==> config.mk <==
export PLATFORM = sky130hd
export DESIGN_NAME = bfma_div
export DESIGN_NICKNAME = d
export VERILOG_FILES = /design/src/design/box_filter_moving_average_assert.svh /design/src/design/bfma_pkg.sv /design/src/design/bfma_div.sv
export SDC_FILE = /design/constraint.sdc
export NUM_CORES = 1
export LEC_CHECK = 0
export BUFFER_PORTS_ARGS = -buffer_cell sky130_fd_sc_hd__buf_2
export CAP_MARGIN = 20
export CORE_MARGIN = 2
export CORE_UTILIZATION = 35
export DETAILED_ROUTE_END_ITERATION = 6
export GPL_ROUTABILITY_DRIVEN = 0
export PLACE_DENSITY_LB_ADDON = 0.12
export SETUP_SLACK_MARGIN = 0.05
export SYNTH_ARGS = -nofsm -noshare
export SYNTH_HDL_FRONTEND = slang
export SYNTH_SLANG_ARGS = --single-unit
==> constraint.sdc <==
create_clock -name clk -period 5.16 [get_ports clk]
set_clock_uncertainty 0.15 [all_clocks]
set_input_delay 0.258 -clock clk [delete_from_list [all_inputs] [get_ports clk]]
set_output_delay 0.258 -clock clk [all_outputs]
set_load 0.05 [all_outputs]
==> src/design/box_filter_moving_average_assert.svh <==
// ----------------------------------------------------------------------------
// Assertion macros for the box filter
// Concurrent checks on posedge clk; BFMA_ASSERT is off while rst is high.
// ----------------------------------------------------------------------------
`ifndef BOX_FILTER_MOVING_AVERAGE_ASSERT_SVH
`define BOX_FILTER_MOVING_AVERAGE_ASSERT_SVH

`ifndef NO_ASSERTIONS
`define BFMA_ASSERT(lbl, prop) \
  lbl: assert property (@(posedge clk) disable iff (rst) prop) \
    else $error("box filter assertion failed");
`define BFMA_ASSERT_ALWAYS(lbl, prop) \
  lbl: assert property (@(posedge clk) prop) \
    else $error("box filter assertion failed");
`else
`define BFMA_ASSERT(lbl, prop)
`define BFMA_ASSERT_ALWAYS(lbl, prop)
`endif

`endif

==> src/design/bfma_pkg.sv <==
// ----------------------------------------------------------------------------
// bfma_pkg
// Shared types and constants of the box filter.
// ----------------------------------------------------------------------------
package bfma_pkg;

  localparam int KERNEL_W = 4;
  localparam int DIM_W    = 11;
  localparam int PIX_W    = 8;
  localparam int SUM_W    = 16;
  localparam int CIDX_W   = 2;

  localparam logic OP_PIXEL = 1'b0;
  localparam logic OP_FLUSH = 1'b1;

  localparam logic [CIDX_W-1:0] CFG_KERNEL = 2'd0;
  localparam logic [CIDX_W-1:0] CFG_WIDTH  = 2'd1;
  localparam logic [CIDX_W-1:0] CFG_HEIGHT = 2'd2;

  localparam logic [KERNEL_W-1:0] KERNEL_RST = 4'd3;
  localparam logic [DIM_W-1:0]    WIDTH_RST  = 11'd640;
  localparam logic [DIM_W-1:0]    HEIGHT_RST = 11'd480;

  typedef enum logic [5:0] {
    ST_IDLE  = 6'b000001,
    ST_SUM   = 6'b000010,
    ST_FLUSH = 6'b000100,
    ST_LAST  = 6'b001000,
    ST_DIV   = 6'b010000,
    ST_OUT   = 6'b100000
  } state_t;

endpackage

==> src/design/bfma_div.sv <==
// ----------------------------------------------------------------------------
// bfma_div
// Restoring divider, one quotient bit per cycle.
// ----------------------------------------------------------------------------
module bfma_div
  import bfma_pkg::*;
#(
  parameter int N = 16,
  parameter int D = 8
) (
  input  logic         clk,
  input  logic         rst,
  input  logic         start,
  input  logic [N-1:0] dividend,
  input  logic [D-1:0] divisor,
  output logic         done,
  output logic [N-1:0] quotient
);

  localparam int CNT_W = $clog2(N + 1);

  logic [CNT_W-1:0] cnt;
  logic [D-1:0]     rem;
  logic [D:0]       shifted;

  assign shifted = {rem, quotient[N-1]};

  always_ff @(posedge clk) begin
    if (rst) begin
      cnt  <= '0;
      done <= 1'b0;
    end else begin
      done <= 1'b0;
      if (start) begin
        cnt      <= CNT_W'(N);
        rem      <= '0;
        quotient <= dividend;
      end else if (cnt != '0) begin
        if (shifted >= {1'b0, divisor}) begin
          rem      <= D'(shifted - {1'b0, divisor});
          quotient <= {quotient[N-2:0], 1'b1};
        end else begin
          rem      <= shifted[D-1:0];
          quotient <= {quotient[N-2:0], 1'b0};
        end
        cnt <= cnt - 1'b1;
        if (cnt == CNT_W'(1)) begin
          done <= 1'b1;
        end
      end
    end
  end

endmodule

* Word-level counts from Yosys, hierarchy flattened *
Cells that the tools add are included.

cells by class
  add/sub/neg operators = 2
  magnitude comparators = 1
  equal/unequal tests = 1
  multiplexer cells = 8
  bitwise logic cells = 2
  reductions and logical operators = 5

operator list
  kind                   count
  $mux W16               2
  $mux W8                2
  $mux W5                2
  $ge A9 B8 Y1           1
  $sub A8 B8 Y8          1
  $eq A5 B1 Y1 const B   1
  $reduce_bool A5 Y1     1
  $sub A5 B1 Y5 const B  1
  $reduce_or A3 Y1       1
  $mux W1                2
  $not A1 Y1             2
  $reduce_and A2 Y1      1
  $reduce_bool A2 Y1     1
  $reduce_or A2 Y1       1

word-level totals
  register bits = 30
  input port bits = 27
  output and inout bits = 17

* Depth between registers and ports, before layout *
Gate-level depths: netlist of the first run.

  depth in word-level cells = 4
  gate-level depth with buffers = 8

* Worst setup path before layout of the first run *
Ideal clock, no wire load.

  kind = flip-flop to flip-flop
  from = register cnt[0]
  to = register quotient[0], enable pin
  arrival time = 2.052 ns
  setup slack = 2.553 ns
  stages on the path, launching flop included = 8
  clock period less this slack = 2.607 ns
  cells stage by stage = dfxtp_1 inv_1 ha_1 nand2_1 or2_0 clkbuf_1 nor2_1 nor2_1

between the ends
  cells in the longest elaborated chain, start to end = 3

ends and longest elaborated chain
  item                                 line            source
  start, declared                      bfma_div.sv:22  logic [CNT_W-1:0] cnt;
  start signal, assigned               bfma_div.sv:35  cnt <= CNT_W'(N);
  start signal, assigned               bfma_div.sv:46  cnt <= cnt - 1'b1;
  $reduce_bool A5 Y1                   bfma_div.sv:38  end else if (cnt != '0) begin
  $reduce_bool A2 Y1 (no source line)  n/a
  $reduce_and A2 Y1 (no source line)   n/a
  end signal, assigned                 bfma_div.sv:37  quotient <= dividend;
  end signal, assigned                 bfma_div.sv:41  quotient <= {quotient[N-2:0], 1'b1};
  end signal, assigned                 bfma_div.sv:44  quotient <= {quotient[N-2:0], 1'b0};
  end, declared                        bfma_div.sv:17  output logic [N-1:0] quotient

No other way between the ends.
A chain may end at the register's enable or synchronous reset.

* Worst setup path in the final report of the first run *
  from = register rem[5]
  to = register quotient[0], data pin

between the ends
  cells in the longest elaborated chain, start to end = 4

ends and longest elaborated chain
  item                    line            source
  start, declared         bfma_div.sv:23  logic [D-1:0] rem;
  start signal, assigned  bfma_div.sv:40  rem <= D'(shifted - {1'b0, divisor});
  start signal, assigned  bfma_div.sv:43  rem <= shifted[D-1:0];
  $ge A9 B8 Y1            bfma_div.sv:39  if (shifted >= {1'b0, divisor}) begin
  $mux W1                 bfma_div.sv:39
  $mux W16                bfma_div.sv:38
  $mux W16                bfma_div.sv:34  if (start) begin

No other way between the ends. The select of a mux whose other input is x is not followed.

==> run metrics, run 1 <==
Max Clk Rate 0.435 GHz; antenna violations before repair 0; Clock Latency Late Sink 0.28 ns; die extent in x 74.8 um; first-pass GRT wire length 6130 um; largest net degree at the start of global routing 30; Design Area, Final 2140 sq um; PwrDens 361 nW/um^2; Reg2Reg Depth 6; clock share of power 22.8%; ANT nets after route 0; Resize count post-CTS 0; Leak 0.865 nW; Pins Over Slew Limit 0; synthesized flop and latch total 30; Reg clk slew, reported paths 0.06 ns; PortBufs 43; CTS root buf clkbuf_8; layout cells sized above 1 37.9%; TNS Setup 0 ns; Psw 271 uW; Seq pwr share 42.0%; hold_buf cts 0; # Post-CTS Setup Buffers 0; Comb pwr share 35.2%; CP Class flip-flop to flip-flop; H-tree levels 2; RSZ-0062 raised after global routing false; Post-Syn Area per Cell 11.3 sq um; via count 1349; Worst Tran Pin Value 0.585 ns; mux contribution to synthesized area 10.8%; Final period util 44.6%; n_diodes 0; RR Endpoint quotient[0]; hold-critical path depth 2; Synth Net Count 193; synth warn 0; leading cell type in the layout, fill and taps excluded buf_2; sequential area share after synthesis 48.0%; CP required 5.04 ns; Initial Util 36.6%; Max-Cap Viols 0; Synth Cell Area 1750 sq um; DRC viols 0; Net count, final 240; Reg2Reg Setup Slack 2.86 ns; Post-synth ARST share 0%; final setup fails 0; post-synthesis compound-gate area fraction 16.4%; outcome complete, no violations; Clock Path Buffers 2; DP Area 2040 sq um; HP Class primary input to flip-flop; Worst setup EP type flip-flop; xor/xnor share of the synthesized area 2.00%; TritonCTS Sinks 30; final hold violations 0; maximum fanout along the worst path 7; # rows 25; critical path arrival 2.18 ns; commonest cells after routing, fill and taps aside buf_2, edfxtp_1, mux2_2; die height 74.8 um; Core ar. 4790 sq um; Max-Slew Margin vs Limit 61.0%; Area Overhead vs Synth 21.8%; final wirelength 3690 um; hpwl dp 2790 um; Yosys cell types 43; area share of fa/ha/maj cells after synthesis 8.28%; Iter 0 DRT Violations 42; hold path endpoint cnt[4]; wire per inst 13.7 um; crit path launch type flip-flop; cell internal pwr 500 uW; CTS tree yes; simple-gate area share of the yosys netlist 10.8%; reg2reg start rem[5]; sw frac 35.2%; via count of the first global-routing pass 1322; TritonCTS Buffers 5; Top FF cell, synth edfxtp_1; time the worst path needs with I/O delays and setup 2.30 ns; all-layer global routing usage 14.8%; grt ovf 0; vias per cell 5.00; Post-Synthesis Cells 155; total die area 5590 sq um; # IOs 44; beginning of the worst hold path rst; maximum vdd drop 256 uV; fillers 472; largest family of logic cells by synthesized area compound AO/OA/AOI/OAI gates; Post-synth EDFFs 24; 1st-pass router iterations 2
[how the worst max path moves through the flow]
stage / from / endpoint / slack [ns] / depth (start not counted)
floorplan: cnt[0] / quotient[0] / 2.55 / 7
global route: quotient[15] / rem[6] / 2.65 / 8
global placement: cnt[0] / quotient[6] / 2.69 / 6
finish: rem[5] / quotient[0] / 2.86 / 6
CTS: cnt[0] / rem[2] / 2.61 / 6
detailed placement: cnt[0] / quotient[7] / 2.63 / 6
[state kept, by name, summed over array words and instances, names as in the netlist]
signal and flops:
rem 8, cnt 5, quotient 16, done 1
[worst max-delay path: stages (launching register included)]
cell      delay, ns
edfxtp_1       0.42
ha_1           0.39
a21oi_2        0.19
o21ai_2        0.11
a211oi_4       0.40
nand2_2        0.12
mux2_2         0.26
[synth_stat cells, types with 2 or more instances]
master     n  area, sq um
edfxtp_1  24          721
mux2_2    16          180
inv_1     13         48.8
a21oi_1   11         55.1
ha_1      10          125
nor2_1     9         33.8
nand3_1    7         35.0
o21ai_0    7         35.0
dfxtp_1    6          120
nor3_1     5         25.0
clkbuf_1   4         15.0
xnor2_1    4         35.0
nand2_1    3         11.3
a211oi_1   2         15.0
a21oi_2    2         17.5
nor2b_1    2         12.5
o211ai_1   2         15.0
o21a_1     2         15.0
or3_1      2         12.5
[area by class of cell]
type | instances | area [sq um] | area share [%]
clock buffers | 6 | 72.6 | 3.40
clock inverters | 2 | 8.76 | 0.410
inverters | 13 | 48.8 | 2.28
multi-input cells | 108 | 851 | 39.8
flip-flops and latches | 30 | 841 | 39.4
well taps | 67 | 83.8 | 3.93
repair buffers | 44 | 230 | 10.8
[power groups by stage]
stage                     Clock [mW]  Combinational (mW)  Sequential (mW)
after floorplan                    0               0.163            0.373
after global placement             0               0.263            0.328
after detailed placement           0               0.269            0.329
after CTS                      0.183               0.271            0.325
after global routing           0.193               0.304            0.328
final                          0.176               0.271            0.324
[per-layer routing]
metal,share of wire [%],vias up,GRT usage (%)
met2,45,44,21.9
met1,47,621,19.3
met4,3.2,0,8.73
met5,0,-,0
met3,5.3,10,4.15
li1,-,674,-
[kinds of logic after synthesis]
kind of cell	count (synthesis)
AOI/OAI and AO/OA	39
xor gates and xnor gates	4
adders and majority gates	11
buffers and inverters	17
DFF	30
muxes	17
and+or+nand+nor	37
[per-stage QoR]
| stage | std cells | total power, mW | setup WS (ns) | utilization (%) | hold slack, ns |
|---|---|---|---|---|---|
| after floorplan | 155 | 0.536 | 2.55 | - | 0.180 |
| after global placement | 261 | 0.591 | 2.69 | 42.6 | 0.317 |
| after detailed placement | 261 | 0.598 | 2.63 | 42.6 | 0.321 |
| after CTS | 269 | 0.779 | 2.61 | 44.3 | 0.0438 |
| after global routing | 270 | 0.825 | 2.65 | 44.6 | 0.0597 |
| final | 270 | 0.771 | 2.86 | 44.6 | 0.0542 |
(Power assumes the default switching activity.)
==> inputs of run 2 (changes only) <==
ABC_AREA = 1   (was default)
clock period = 2.08 ns   (was 5.16 ns; I/O delays follow)
==> run 2 against run 1 <==
Compared with the run above:
- combinational power rose to 2.9 times the previous value
- power rose to 2.6 times the previous value
- flip-flop and latch count unchanged
- clock-buffer cell count stayed put
- critical path type unchanged
- critical endpoint is now rem[2]
- largest power group unchanged
- highest routed layer unchanged
==> run metrics, run 2 <==
synthesized flop and latch total 30 (unchanged); TritonCTS Sinks 30 (unchanged); CTS tree yes; top cell type's share of synthesized area 37.8% (-3.3 points); critical path arrival 1.78 ns (-0.40 ns); Worst setup EP type flip-flop; area of the multi-input gates 983 sq um (+16%); Crit path largest cell delay 0.39 ns (-0.03 ns); CP Class flip-flop to flip-flop; Seq pwr share 39.4% (-2.6 points); number of flip-flops in the largest register 16 (unchanged); cell internal pwr 1.26 mW (+150%); Clock Path Buffers 2 (unchanged); area share of fa/ha/maj cells after synthesis 7.62% (-0.66 points); outcome complete, no violations; Comb pwr share 38.6% (+3.4 points); TNS Setup 0 ns (unchanged); all-layer global routing usage 14.7% (-0.092 points); Psw 738 uW (+170%); Synth Cell Area 1910 sq um (+8.7%); # rows 26 (+4.0%); clock share of power 22.0% (-0.8 points); xor/xnor share of the synthesized area 2.30% (+0.30 points); Max Clk Rate 0.528 GHz (+22%); largest family of logic cells by synthesized area simple AND/OR/NAND/NOR gates; Leak 1.24 nW (+44%); Post-synth EDFFs 24 (unchanged); Max-Slew Margin vs Limit 49.2% (-12 points); synth warn 0 (unchanged); RSZ-0062 raised after global routing false; Yosys cell types 29 (-33%); synth cell count leaders nand2_1, inv_1, edfxtp_1; Final period util 91.0% (+46 points); final wirelength 4160 um (+13%); final setup fails 0 (unchanged); final hold violations 0 (unchanged); fillers 495 (+4.9%); leading cell type in the layout, fill and taps excluded nand2_1; Post-Synthesis Cells 235 (+52%); via count 1591 (+18%); maximum fanout along the worst path 7 (unchanged); Post-synth ARST share 0% (unchanged); layout cells sized above 1 27.5% (-10 points); wire per inst 11.2 um (-18%); critical path's slowest cell edfxtp_1; commonest cells after routing, fill and taps aside nand2_1, buf_2, inv_1; Synth Net Count 273 (+41%); total die area 6050 sq um (+8.2%); CP required 1.96 ns (-3.08 ns); PwrDens 786 nW/um^2 (+120%); 1st-pass router iterations 4 (+2); die height 77.8 um (+4.0%); Iter 0 DRT Violations 86 (+100%); DRC viols 0 (unchanged); Post-Syn Area per Cell 8.11 sq um (-28%); TritonCTS Buffers 5 (unchanged); ANT nets after route 0 (unchanged); post-synthesis cell type with the largest combined area edfxtp_1; hpwl dp 3000 um (+7.6%); sw frac 36.9% (+1.7 points); H-tree levels 2 (unchanged); top flop regs quotient (16), rem (8), cnt (5); top cells by area, synth edfxtp_1, nand2_1, inv_1, ha_1, dfxtp_1; Pins Over Slew Limit 0 (unchanged); critical path cell sequence ha_1, nand2_1, nor2_4, a21oi_4, nand2_2, nor2_1, nor2_1; Clock Latency Late Sink 0.28 ns (about the same); Core ar. 5170 sq um (+8.1%); count leader, synth nand2_1; Worst Tran Pin Value 0.761 ns (+0.175 ns); placed instance count 347 (+33%); PortBufs 43 (unchanged); sequential area share after synthesis 44.1% (-3.8 points); first-pass GRT wire length 7040 um (+15%); Largest Register quotient; post-route insts no fill 372 (+38%); Worst path most repeated cell nor2_1; n_diodes 0 (unchanged); Net count, final 339 (+41%); Initial Util 36.8% (+0.21 points); Area Overhead vs Synth 33.7%; Top FF cell, synth edfxtp_1; grt ovf 0 (unchanged); time the worst path needs with I/O delays and setup 1.89 ns (-0.409 ns); # IOs 44 (unchanged); maximum vdd drop 457 uV (+79%); via count of the first global-routing pass 1563 (+18%); crit path launch type flip-flop; Max-Cap Viols 0 (unchanged); vias per cell 4.28 (-14%); simple-gate area share of the yosys netlist 32.7% (+22 points); CTS root buf clkbuf_8; mux contribution to synthesized area 0% (-11 points); register area 841 sq um (unchanged); antenna violations before repair 0 (unchanged); post-synthesis compound-gate area fraction 5.19% (-11 points); die extent in x 77.8 um (+4.0%); Reg clk slew, reported paths 0.06 ns (about the same); largest net degree at the start of global routing 24 (-20%); HP Class primary input to flip-flop
-- run 2: cells by family after synthesis --
group                    Yosys count
AO/OA/AOI/OAI                     14
buffers and inverters             40
flip-flops                        30
adder cells (fa/ha/maj)           11
AND/OR/NAND/NOR                  135
XOR/XNOR                           5
-- run 2: cell type report --
cell class	instances	area share (%)
clock buffer	6	2.85
sequential	30	33.0
multi-input combinational	165	38.6
clock inverter	2	0.344
inverter	36	5.30
timing repair buffer	63	16.5
tap	70	3.44
-- run 2: per-layer routing --
| metal | global-route usage, % | up-vias | part of all wire [%] |
|---|---|---|---|
| li1 | - | 867 | - |
| met1 | 18.7 | 688 | 46 |
| met2 | 24.8 | 31 | 49 |
| met3 | 2.79 | 5 | 4.0 |
| met4 | 5.00 | 0 | 0.87 |
| met5 | 0 | - | 0 |
-- run 2: worst paths after layout --
check / startpoint / end / slack (ns) / depth (start not counted)
setup / recovery: rem[4] / rem[2] / 0.19 / 7
setup reg to reg: rem[4] / rem[2] / 0.19 / 7
hold reg to reg: cnt[4] / done / 0.31 / 1
hold / removal: start / rem[5] / 0.22 / 3
-- run 2: stage by stage --
| stage | util [%] | hold WS [ns] | worst slack, ns | area [sq um] | power [mW] |
|---|---|---|---|---|---|
| floorplan | - | 0.0231 | 0.0124 | 1920 | 1.35 |
| global placement | 43.2 | 0.152 | 0.0599 | 2230 | 1.52 |
| detailed placement | 43.2 | 0.156 | 0.105 | 2230 | 1.51 |
| CTS | 48.1 | 0.211 | 0.0984 | 2490 | 1.99 |
| global route | 49.3 | 0.231 | 0.0511 | 2550 | 2.15 |
| finish | 49.3 | 0.216 | 0.188 | 2550 | 2.00 |
-- run 2: worst max-delay path: cells and delay by family, from the launching register on --
family          cells  cell delay, ns
fa+ha+maj           1            0.35
flops               1            0.39
simple gates        5            0.49
compound gates      1            0.26
-- run 2: timing repair --
item                                   in CTS  in global routing
hold buffers                               17                  0
buffers inserted                            0                  0
endpoints found under the hold margin      19                  0
setup endpoints to repair                   0                  4
gates resized for setup                     0                  8
-- run 2: power by group through the flow --
stage | Clock, mW | Combinational [mW] | Sequential [mW]
after floorplan | 0 | 0.443 | 0.902
after global placement | 0 | 0.726 | 0.794
after detailed placement | 0 | 0.721 | 0.792
after CTS | 0.457 | 0.748 | 0.781
after global routing | 0.486 | 0.863 | 0.799
final | 0.440 | 0.773 | 0.789
==> inputs of run 3 (changes only) <==
PLACE_DENSITY = 0.6   (was default)
PLACE_DENSITY_LB_ADDON = default   (was 0.12)
==> run 3 against run 2 <==
Compared with the run above:
- clock power fell by 1%
- core utilization fell by 0.44 points
- first-iteration DRC count decreased by 43%
- global-route usage hardly changed
- wire length decreased by 1.6%
- combinational power shrank 1%
- critical path depth is the same
- design area fell by 0.88%
- largest power group unchanged
==> run metrics, run 3 (synthesis gave the netlist of run 2 again) <==
# rows 26 (unchanged); register area 841 sq um (unchanged); Core ar. 5170 sq um (unchanged); Worst Tran Pin Value 0.340 ns (-0.420 ns); Post-Place Setup Slack 0.118 ns (+0.0133 ns); die extent in x 77.8 um (unchanged); antenna violations before repair 0 (unchanged); # IOs 44 (unchanged); Max Clk Rate 0.525 GHz (-0.59%); Clock Latency Late Sink 0.27 ns (about the same); Reg clk slew, reported paths 0.06 ns (about the same); hpwl dp 3080 um (+2.8%); ANT nets after route 0 (unchanged); Crit path largest cell delay 0.39 ns (about the same); largest net degree at the start of global routing 18 (-25%); Max-Cap Viols 0 (unchanged); Largest Register quotient; CP Buf/Inv Count 0 (unchanged); TritonCTS Buffers 5 (unchanged); critical path arrival 1.78 ns (about the same); via count 1644 (+3.3%); CTS tree yes; TritonCTS Sinks 30 (unchanged); final wirelength 4090 um (-1.6%); layout cells sized above 1 27.7% (+0.24 points); final hold violations 0 (unchanged); Clock Path Buffers 2 (unchanged); commonest cells after routing, fill and taps aside nand2_1, buf_2, inv_1; fillers 501 (+1.2%); Worst path most repeated cell nor2_1; first-pass GRT wire length 7130 um (+1.3%); Leak 1.24 nW (-0.42%); maximum vdd drop 455 uV (-0.44%); maximum fanout along the worst path 7 (unchanged); leading cell type in the layout, fill and taps excluded nand2_1; CP required 1.96 ns (about the same); RSZ-0062 raised after global routing true; final setup fails 0 (unchanged); total die area 6050 sq um (unchanged); top flop regs quotient (16), rem (8), cnt (5); time the worst path needs with I/O delays and setup 1.90 ns (+0.0112 ns); number of flip-flops in the largest register 16 (unchanged); Final period util 91.5% (+0.54 points); CTS root buf clkbuf_8; die height 77.8 um (unchanged); 1st-pass router iterations 4 (unchanged); Design Area, Final 2530 sq um (-0.88%); PortBufs 43 (unchanged); TNS Setup 0 ns (unchanged); PwrDens 786 nW/um^2 (about the same); area of the multi-input gates 967 sq um (-1.7%); outcome complete, no violations; DRC viols 0 (unchanged); grt ovf 0 (unchanged); # Post-CTS Setup Buffers 0 (unchanged); crit path launch type flip-flop; Final Total Pwr 1.99 mW (-0.79%); Net count, final 340 (+0.29%); PnR worst setup slack 0.177 ns (-0.0112 ns); Worst setup EP type flip-flop; H-tree levels 2 (unchanged); HP Class primary input to flip-flop; critical path cell sequence ha_1, nand2_1, nor2_4, a21oi_4, nand2_2, nor2_1, nor2_1; Area Overhead vs Synth 32.6%; Initial Util 36.8% (unchanged); Pins Over Slew Limit 0 (unchanged); CP Class flip-flop to flip-flop; wire per inst 11.0 um (-1.9%); n_diodes 0 (unchanged); Max-Slew Margin vs Limit 77.3% (+28 points); via count of the first global-routing pass 1658 (+6.1%); Iter 0 DRT Violations 49 (-43%); worst hold slack 0.0815 ns (-0.135 ns); delay-heaviest family, CP simple AND/OR/NAND/NOR gates; DP Area 2230 sq um (-0.22%); all-layer global routing usage 14.7% (about the same); vias per cell 4.41 (+3.1%); critical path's slowest cell edfxtp_1
-- run 3: cell count changes in the layout (fill, tap and decap cells not counted), sizes merged --
cell,before,now
buf,46,47
clkbuf,6,8
clkinv,3,1
-- run 3: path summary, 6_finish.rpt --
kind         startpoint            to  slack, ns  cells after the start
max reg2reg      rem[4]        rem[2]       0.18                      7
max              rem[4]        rem[2]       0.18                      7
min               start  quotient[13]       0.08                      3
min reg2reg      cnt[4]          done       0.30                      1
-- run 3: final cells by class --
type / instances / share of cell area, %
Tap cell: 70 / 3.47
Multi-Input combinational cell: 165 / 38.3
Sequential cell: 30 / 33.3
Inverter: 36 / 5.35
Timing Repair Buffer: 64 / 16.4
Clock buffer: 8 / 3.17
-- run 3: repair_timing --
item | in CTS | in global routing
hold buffers | 17 | 0
resized for setup | 0 | 6
endpoints found under the hold margin | 19 | 0
setup endpoints to repair | 0 | 4
-- run 3: routing by layer --
layer	routed length, um	part of all wire, %	GRT usage, %
met3	227	5.6	4.53
met2	1860	45	24.4
met5	0	0	0
met4	19	0.46	4.46
met1	1980	48	18.2
-- run 3: worst reg2reg max path, delay by kind of cell, from the launching register on --
| family | cells | cell delay (ns) |
|---|---|---|
| AOI/OAI and AO/OA | 1 | 0.25 |
| adders and majority gates | 1 | 0.35 |
| DFF | 1 | 0.39 |
| and+or+nand+nor | 5 | 0.52 |
-- run 3: power by group --
| group | leakage, nW | switching, mW | total [mW] | internal [mW] |
|---|---|---|---|---|
| Clock | 0.0395 | 0.198 | 0.435 | 0.237 |
| Combinational | 0.915 | 0.487 | 0.765 | 0.278 |
| Sequential | 0.284 | 0.0429 | 0.787 | 0.744 |
-- run 3: stage by stage --
stage                     util [%]  cells
after floorplan                  -    235
after global placement        43.1    348
after detailed placement      43.1    348
after CTS                     47.9    373
after global routing          48.8    373
final                         48.8    373
